File: src/sv/nonstationary_bit_counter_top_defines.svh
// Assertion macros shared by the nonstationary bit counter RTL.
// No dependencies; included by files that carry assertions.
`ifndef NONSTATIONARY_BIT_COUNTER_TOP_DEFINES_SVH
`define NONSTATIONARY_BIT_COUNTER_TOP_DEFINES_SVH

// Same-cycle implication, disabled during reset.
`define NBC_ASSERT_NOW(label, ante, cons) \
   label: assert property (@(posedge clock) disable iff (reset) (ante) |-> (cons)) \
      else $error("nbc assertion failed");

// Next-cycle implication, disabled during reset.
`define NBC_ASSERT_NEXT(label, ante, cons) \
   label: assert property (@(posedge clock) disable iff (reset) (ante) |=> (cons)) \
      else $error("nbc assertion failed");

`endif

File: src/sv/nbc_pkg.sv
// Package for the nonstationary bit counter: widths, increment thresholds,
// count ladder and reduction functions. No dependencies.
package nbc_pkg;

   localparam int RANDOM_BITS = 32;
   localparam int COUNT_W     = 8;
   localparam int WEIGHT_W    = 10;

   localparam logic [RANDOM_BITS-1:0] RAND_MASK = {RANDOM_BITS{1'b1}};
   // Increment thresholds for each step size that occurs on the ladder.
   localparam logic [RANDOM_BITS-1:0] THRESH_STEP4  = RAND_MASK / 4;
   localparam logic [RANDOM_BITS-1:0] THRESH_STEP8  = RAND_MASK / 8;
   localparam logic [RANDOM_BITS-1:0] THRESH_STEP31 = RAND_MASK / 31;
   localparam logic [RANDOM_BITS-1:0] THRESH_STEP32 = RAND_MASK / 32;

   // Next representable count above n; 255 stays 255.
   function automatic logic [COUNT_W-1:0] next_up(logic [COUNT_W-1:0] n);
      logic [COUNT_W-1:0] r;
      if (n < 8'd40)       r = n + 8'd1;
      else if (n < 8'd44)  r = 8'd44;
      else if (n < 8'd48)  r = 8'd48;
      else if (n < 8'd56)  r = 8'd56;
      else if (n < 8'd64)  r = 8'd64;
      else if (n < 8'd96)  r = 8'd96;
      else if (n < 8'd128) r = 8'd128;
      else if (n < 8'd160) r = 8'd160;
      else if (n < 8'd192) r = 8'd192;
      else if (n < 8'd224) r = 8'd224;
      else                 r = 8'd255;
      return r;
   endfunction

   // Threshold the random word must stay below; steps 0 and 1 handled by caller.
   function automatic logic [RANDOM_BITS-1:0] inc_threshold(logic [COUNT_W-1:0] step);
      logic [RANDOM_BITS-1:0] t;
      unique case (step)
         8'd4:    t = THRESH_STEP4;
         8'd8:    t = THRESH_STEP8;
         8'd31:   t = THRESH_STEP31;
         8'd32:   t = THRESH_STEP32;
         default: t = '0;
      endcase
      return t;
   endfunction

   // floor(sqrt(n)) by independent compares against constant squares.
   function automatic logic [3:0] isqrt(logic [COUNT_W-1:0] n);
      logic [3:0] r;
      r = '0;
      for (int k = 1; k < 16; k++) begin
         if (n >= COUNT_W'(k * k)) r = 4'(k);
      end
      return r;
   endfunction

   // Reduction of the opposite count; results are all below 40, so on the ladder.
   function automatic logic [COUNT_W-1:0] shrink(logic [COUNT_W-1:0] n);
      logic [COUNT_W-1:0] r;
      if (n < 8'd2)       r = n;
      else if (n < 8'd25) r = {1'b0, n[COUNT_W-1:1]};
      else                r = COUNT_W'(isqrt(n)) + 8'd6;
      return r;
   endfunction

endpackage

File: src/sv/nonstationary_bit_counter_top.sv
// Each accepted request passes through the UPDATE, DIVIDE and FINISH states before its
// result is registered; a new request is taken only in IDLE, once the 8-step restoring
// divider that forms the weight ratio has finished and the result has been stored.
// req_stall is high while an item is in progress or its result cannot be stored.
// Reset (synchronous): both counts go to zero, sequencer idle, no result pending.
// Depends on nbc_pkg and nonstationary_bit_counter_top_defines.svh.
`include "nonstationary_bit_counter_top_defines.svh"

module nonstationary_bit_counter_top (
   input  logic                              clock,
   input  logic                              reset,
   input  logic                              req_valid,
   output logic                              req_stall,
   input  logic                              req_bit_req,
   input  logic [31:0]                       req_random_word,
   output logic                              rsp_valid,
   input  logic                              rsp_stall,
   output logic [nbc_pkg::COUNT_W-1:0]       rsp_new_count0,
   output logic [nbc_pkg::COUNT_W-1:0]       rsp_new_count1,
   output logic [nbc_pkg::WEIGHT_W-1:0]      rsp_weight0,
   output logic [nbc_pkg::WEIGHT_W-1:0]      rsp_weight1,
   output logic                              rsp_incremented
);

   typedef enum logic [1:0] {IDLE, UPDATE, DIVIDE, FINISH} state_type;

   state_type                          state_ff, state_in;
   logic [nbc_pkg::COUNT_W-1:0]        count0_ff, count0_in;
   logic [nbc_pkg::COUNT_W-1:0]        count1_ff, count1_in;
   logic                               bit_ff, bit_in;
   logic [nbc_pkg::RANDOM_BITS-1:0]    rnd_ff, rnd_in;
   logic                               ok_ff, ok_in;
   logic [nbc_pkg::COUNT_W-1:0]        div_rem_ff, div_rem_in;
   logic [nbc_pkg::COUNT_W-1:0]        div_quot_ff, div_quot_in;
   logic [nbc_pkg::COUNT_W-1:0]        div_den_ff, div_den_in;
   logic [2:0]                         div_cnt_ff, div_cnt_in;
   logic                               rsp_valid_ff, rsp_valid_in;
   logic [nbc_pkg::COUNT_W-1:0]        rsp_count0_ff, rsp_count0_in;
   logic [nbc_pkg::COUNT_W-1:0]        rsp_count1_ff, rsp_count1_in;
   logic [nbc_pkg::WEIGHT_W-1:0]       rsp_weight0_ff, rsp_weight0_in;
   logic [nbc_pkg::WEIGHT_W-1:0]       rsp_weight1_ff, rsp_weight1_in;
   logic                               rsp_inc_ff, rsp_inc_in;

   logic                               req_accept;
   logic                               rsp_free;
   logic [nbc_pkg::COUNT_W-1:0]        sel_cnt, other_cnt, target, step;
   logic [nbc_pkg::COUNT_W-1:0]        sel_new, other_new, new0, new1;
   logic                               inc_ok;
   logic [nbc_pkg::COUNT_W:0]          partial, diff;
   logic                               div_ge;
   logic [nbc_pkg::WEIGHT_W-1:0]       quot_ext;

   assign req_stall  = (state_ff != IDLE);
   assign req_accept = req_valid && !req_stall;
   assign rsp_free   = !rsp_valid_ff || !rsp_stall;

   // Count update, evaluated in the UPDATE cycle
   always_comb begin
      sel_cnt   = bit_ff ? count1_ff : count0_ff;
      other_cnt = bit_ff ? count0_ff : count1_ff;
      target    = nbc_pkg::next_up(sel_cnt);
      step      = target - sel_cnt;
      if (step == 8'd0)      inc_ok = 1'b0;
      else if (step == 8'd1) inc_ok = 1'b1;
      else                   inc_ok = rnd_ff < nbc_pkg::inc_threshold(step);
      sel_new   = inc_ok ? target : sel_cnt;
      other_new = nbc_pkg::shrink(other_cnt);
      new0      = bit_ff ? other_new : sel_new;
      new1      = bit_ff ? sel_new : other_new;
   end

   // Restoring divider step used in DIVIDE: one quotient bit per cycle
   always_comb begin
      partial = {div_rem_ff, div_quot_ff[nbc_pkg::COUNT_W-1]};
      diff    = partial - {1'b0, div_den_ff};
      div_ge  = (partial >= {1'b0, div_den_ff});
   end

   assign quot_ext = nbc_pkg::WEIGHT_W'(div_quot_ff);

   always_comb begin
      state_in       = state_ff;
      count0_in      = count0_ff;
      count1_in      = count1_ff;
      bit_in         = bit_ff;
      rnd_in         = rnd_ff;
      ok_in          = ok_ff;
      div_rem_in     = div_rem_ff;
      div_quot_in    = div_quot_ff;
      div_den_in     = div_den_ff;
      div_cnt_in     = div_cnt_ff;
      rsp_valid_in   = rsp_valid_ff && rsp_stall;
      rsp_count0_in  = rsp_count0_ff;
      rsp_count1_in  = rsp_count1_ff;
      rsp_weight0_in = rsp_weight0_ff;
      rsp_weight1_in = rsp_weight1_ff;
      rsp_inc_in     = rsp_inc_ff;
      unique case (state_ff)
         IDLE: begin
            if (req_accept) begin
               bit_in   = req_bit_req;
               rnd_in   = req_random_word[nbc_pkg::RANDOM_BITS-1:0];
               state_in = UPDATE;
            end
         end
         UPDATE: begin
            count0_in  = new0;
            count1_in  = new1;
            ok_in      = inc_ok;
            // larger over smaller; result unused when either is zero or equal
            div_quot_in = (new0 > new1) ? new0 : new1;
            div_den_in  = (new0 > new1) ? new1 : new0;
            div_rem_in  = '0;
            div_cnt_in  = '0;
            state_in    = DIVIDE;
         end
         DIVIDE: begin
            div_rem_in  = div_ge ? diff[nbc_pkg::COUNT_W-1:0]
                                 : partial[nbc_pkg::COUNT_W-1:0];
            div_quot_in = {div_quot_ff[nbc_pkg::COUNT_W-2:0], div_ge};
            div_cnt_in  = div_cnt_ff + 3'd1;
            if (div_cnt_ff == 3'd7) state_in = FINISH;
         end
         FINISH: begin
            if (rsp_free) begin
               rsp_valid_in  = 1'b1;
               rsp_count0_in = count0_ff;
               rsp_count1_in = count1_ff;
               rsp_inc_in    = ok_ff;
               if (count0_ff == '0) begin
                  rsp_weight0_in = '0;
                  rsp_weight1_in = {count1_ff, 2'b00};
               end else if (count1_ff == '0) begin
                  rsp_weight0_in = {count0_ff, 2'b00};
                  rsp_weight1_in = '0;
               end else if (count0_ff > count1_ff) begin
                  rsp_weight0_in = quot_ext;
                  rsp_weight1_in = 10'd1;
               end else if (count1_ff > count0_ff) begin
                  rsp_weight0_in = 10'd1;
                  rsp_weight1_in = quot_ext;
               end else begin
                  rsp_weight0_in = 10'd1;
                  rsp_weight1_in = 10'd1;
               end
               state_in = IDLE;
            end
         end
         default: state_in = IDLE;
      endcase
   end

   always_ff @(posedge clock) begin
      if (reset) begin
         state_ff     <= IDLE;
         count0_ff    <= '0;
         count1_ff    <= '0;
         rsp_valid_ff <= 1'b0;
      end else begin
         state_ff     <= state_in;
         count0_ff    <= count0_in;
         count1_ff    <= count1_in;
         rsp_valid_ff <= rsp_valid_in;
      end
      bit_ff         <= bit_in;
      rnd_ff         <= rnd_in;
      ok_ff          <= ok_in;
      div_rem_ff     <= div_rem_in;
      div_quot_ff    <= div_quot_in;
      div_den_ff     <= div_den_in;
      div_cnt_ff     <= div_cnt_in;
      rsp_count0_ff  <= rsp_count0_in;
      rsp_count1_ff  <= rsp_count1_in;
      rsp_weight0_ff <= rsp_weight0_in;
      rsp_weight1_ff <= rsp_weight1_in;
      rsp_inc_ff     <= rsp_inc_in;
   end

   assign rsp_valid       = rsp_valid_ff;
   assign rsp_new_count0  = rsp_count0_ff;
   assign rsp_new_count1  = rsp_count1_ff;
   assign rsp_weight0     = rsp_weight0_ff;
   assign rsp_weight1     = rsp_weight1_ff;
   assign rsp_incremented = rsp_inc_ff;

   `NBC_ASSERT_NEXT(a_accept_starts_update, req_accept, state_ff == UPDATE)
   `NBC_ASSERT_NOW(a_div_remainder_below_divisor, (state_ff == FINISH) && (div_den_ff != '0), div_rem_ff < div_den_ff)
   `NBC_ASSERT_NOW(a_ratio_weight_one, rsp_valid && (rsp_new_count0 != '0) && (rsp_new_count1 != '0), (rsp_weight0 == 10'd1) || (rsp_weight1 == 10'd1))

endmodule

File: config.mk
export PLATFORM = sky130hd
export DESIGN_NAME = nonstationary_bit_counter_top
export DESIGN_NICKNAME = d
export VERILOG_FILES = /design/src/sv/nbc_pkg.sv /design/src/sv/nonstationary_bit_counter_top.sv
export VERILOG_INCLUDE_DIRS = /design/src /design/src/sv
export SDC_FILE = /design/constraint.sdc
export NUM_CORES = 1
export LEC_CHECK = 0
export BUFFER_PORTS_ARGS = -buffer_cell sky130_fd_sc_hd__buf_2
export CAP_MARGIN = 0
export CORE_MARGIN = 2
export CORE_UTILIZATION = 45
export DETAILED_ROUTE_END_ITERATION = 10
export PLACE_DENSITY_LB_ADDON = 0.25
export SLEW_MARGIN = 25
export SYNTH_ARGS = -nofsm -noshare
export SYNTH_HDL_FRONTEND = slang
export SYNTH_SLANG_ARGS = --single-unit
File: constraint.sdc
create_clock -name clock -period 19.95 [get_ports clock]
set_input_delay 3.99 -clock clock [delete_from_list [all_inputs] [get_ports clock]]
set_output_delay 3.99 -clock clock [all_outputs]
set_load 0.05 [all_outputs]
==> results.yml <==
finish:
  antenna_cells: 0
  finalNonFillerCells: 972
  final_common_cell: "edfxtp_1"
  multi_input_area_um2: 3610
  final_nets: 851
  drive_above_1_share_pct: 18.3
  final_cell_mix: "edfxtp_1, buf_2, ha_1"
  syn_to_final_growth_pct: 16.4
  seqCellArea_um2: 3320
  n_fill_cell: 1359
clock_tree:
  cts_setup_buffers: 0
  htreeDepth: 4
  ctsHoldBuffers: 0
  clk_path_buf_depth: 2
  clock_latency_ns: 0.41
  cts_sinks: 117
  clk_pin_slew_ns: 0.06
  ctsResizeCount: 0
  cts_tree: "done"
  cts_buffers: 17
  cts_root_buf: "clkbuf_16"
sta:
  hold_ws_ns: 0.423
  rsz0062_at_grt: "false"
  setup_viol: 0
  fin_ws_ns: 9.82
  max_clock_freq_mhz: 98.7
  skew_ns: 0.00366
  max_slew_margin_pct: 39.7
  tightestPinTransition_ns: 0.898
  period_share_pct: 50.8
  tns_ns: 0
  hold_viol_final: 0
  drv_slew: 0
  layout_min_cycle_time_ns: 10.13
power:
  vdd_drop_max_mv: 0.0900
  netSwitchingPower_uw: 464
  power_leakage_nw: 3.37
  internal-power_uw: 717
  switching_share_pct: 39.3
  clkPwrFrac_pct: 23.8
  seqPwrFrac_pct: 31.0
  p_comb_share_pct: 45.2
  power_mw: 1.18
  p_per_area_nw_per_um2: 141
yosys:
  synth_edf_count: 98
  ys_top_cells_by_area: "edfxtp_1, ha_1, dfxtp_1"
  ys_warn_count: 0
  ys_seq_area_share_pct: 46.3
  ys_ff_latch: 117
  yosysTopAreaCell: "edfxtp_1"
  synth_top_area_share_pct: 41.0
  synthDistinctLibCells: 60
  ys.flop_type: "edfxtp_1"
  syn_area_per_cell_um2: 10.8
  async_flop_share_pct: 0
  synthCells: 662
  syn_nets: 770
  syn_area_um2: 7170
place:
  gp_congestion: 0.876
  pre_cts_slack_ns: 9.96
  port_buffers: 75
  dpl.hpwl_mm: 12.2
  dp.cells: 939
worst_setup_path:
  crit_start: "bit_ff"
  crit_path_max_fanout: 47
  setup.worst_path.end: "div_quot_ff[1]"
  arrival_ns: 10.37
  cp.required_ns: 20.19
  worstSetupPathType: "reg -> reg"
  startpoint_type: "flop"
  crit_path_max_incr_delay_ns: 0.78
  reg2regPathDepth: 37
  reg2reg_from: "bit_ff"
  cp-end-kind: "flop"
  slowest_stage: "a2111oi_0"
  r2r-end: "div_quot_ff[1]"
  rrSetupSlack_ns: 9.82
route:
  firstDrtPassIters: 6
  drt_iter0_drc: 385
  ant_nets: 0
  via_per_inst: 5.66
  drc_errors: 0
  vias: 5505
  wl_per_cell_um: 17.4
  wl_mm: 16.9
global_routing:
  grt_pass1_wl_mm: 27.2
  antenna_found_initial: 0
  first_global_vias: 5477
  grt_max_degree: 48
  groute.usage.overall_pct: 20.9
  gr-total-overflow: 0
floorplan:
  coreArea_um2: 15700
  io_pins: 76
  die_y_um: 130
  die_width_um: 130
  die_area_um2: 17000
  start_util_pct: 45.7
  num_rows: 46
run:
  maxCapViolations: 0
hold_path:
  hp-start: "ok_ff"
  hold_path_class: "reg -> reg"
status:
  outcome: "completed"
routing by layer:
layer  GRT usage, %  vias up  routed length [µm]
li1               -     2689                   -
met1           27.0     2569                7500
met2           33.8      218                8060
met3           4.80       29                1040
met4           8.92        0                 339
met5              0        -                   0
critical path, delay by kind of cell (launching register included):
kind,cells,cell delay (ns)
XOR/XNOR,1,0.13
AO/OA/AOI/OAI,17,4.04
adder cells (fa/ha/maj),4,1.01
buffers and inverters,3,0.75
flip-flops,1,0.31
AND/OR/NAND/NOR,9,2.23
multiplexers,3,1.45
cell usage after synthesis, types with 2 or more instances:
master and number:
edfxtp_1 98, ha_1 69, nand2_1 46, inv_1 45, nor2_1 42, a21oi_1 32, o21ai_0 32, mux2i_1 31
nand3_1 23, dfxtp_1 19, nor3_1 19, o221ai_1 16, a22o_1 13, clkbuf_1 13, mux2_2 13, a21o_1 12
nand4_1 8, nor2b_1 8, o21a_1 8, or3_1 8, a211oi_1 7, nand2b_1 7, xnor2_1 7, and2_1 6
a21boi_0 5, a22oi_1 5, xor2_1 5, a31oi_1 4, nor4_1 4, o211ai_1 4, o31a_1 4, o31ai_1 4
or2_2 4, a211oi_2 3, buf_2 3, o211a_1 3, a2111oi_0 2, a311oi_1 2, fa_1 2, mux2i_2 2
o21ai_1 2, o22ai_1 2, o31ai_4 2, or4_1 2
state kept, by name, summed over array words and instances (netlist names):
signal / count
count0_ff: 8
div_quot_ff: 8
state_ff: 2
rsp_weight1: 10
count1_ff: 8
div_den_ff: 8
div_cnt_ff: 3
div_rem_ff: 8
rsp_new_count1: 8
rsp_new_count0: 8
rsp_weight0: 10
rsp_valid: 1
rsp_incremented: 1
bit_ff: 1
rnd_ff: 32
ok_ff: 1
final cells by class:
class                           instances  area share [%]
Sequential cell                       117            39.8
Timing Repair Buffer                   80            5.18
Inverter                               45            2.02
Clock buffer                           19            5.18
Clock inverter                         13            1.33
Multi-Input combinational cell        482            43.3
Tap cell                              216            3.24
worst min-delay path by stage:
| stage | to | cells after the start |
|---|---|---|
| finish | rsp_incremented | 0 |
| global route | rsp_incremented | 0 |
| CTS | rsp_incremented | 0 |
| detailed placement | rsp_incremented | 0 |
| global placement | rsp_incremented | 0 |
| floorplan | rsp_incremented | 0 |
stage by stage:
step                      utilization, %  cell area, µm²
after floorplan                        -            7170
after global placement              49.5            7770
after detailed placement            49.6            7800
after CTS                           53.1            8350
after global routing                53.2            8350
final                               53.2            8350
power groups by stage:
stage               clock (mW)  sequential, mW  combinational, mW
floorplan                    0           0.378              0.404
global route             0.296           0.371              0.591
detailed placement           0           0.371              0.528
global placement             0           0.370              0.506
CTS                      0.285           0.366              0.532
finish                   0.281           0.366              0.534
cell families after synthesis:
family	Yosys count	synth area share (%)
flops	117	46.3
buf+inv	63	3.45
mux	46	6.75
xor+xnor	12	1.47
compound gates	169	16.8
simple gates	184	12.6
fa+ha+maj	71	12.6
Power figures use the tool's default switching activity.
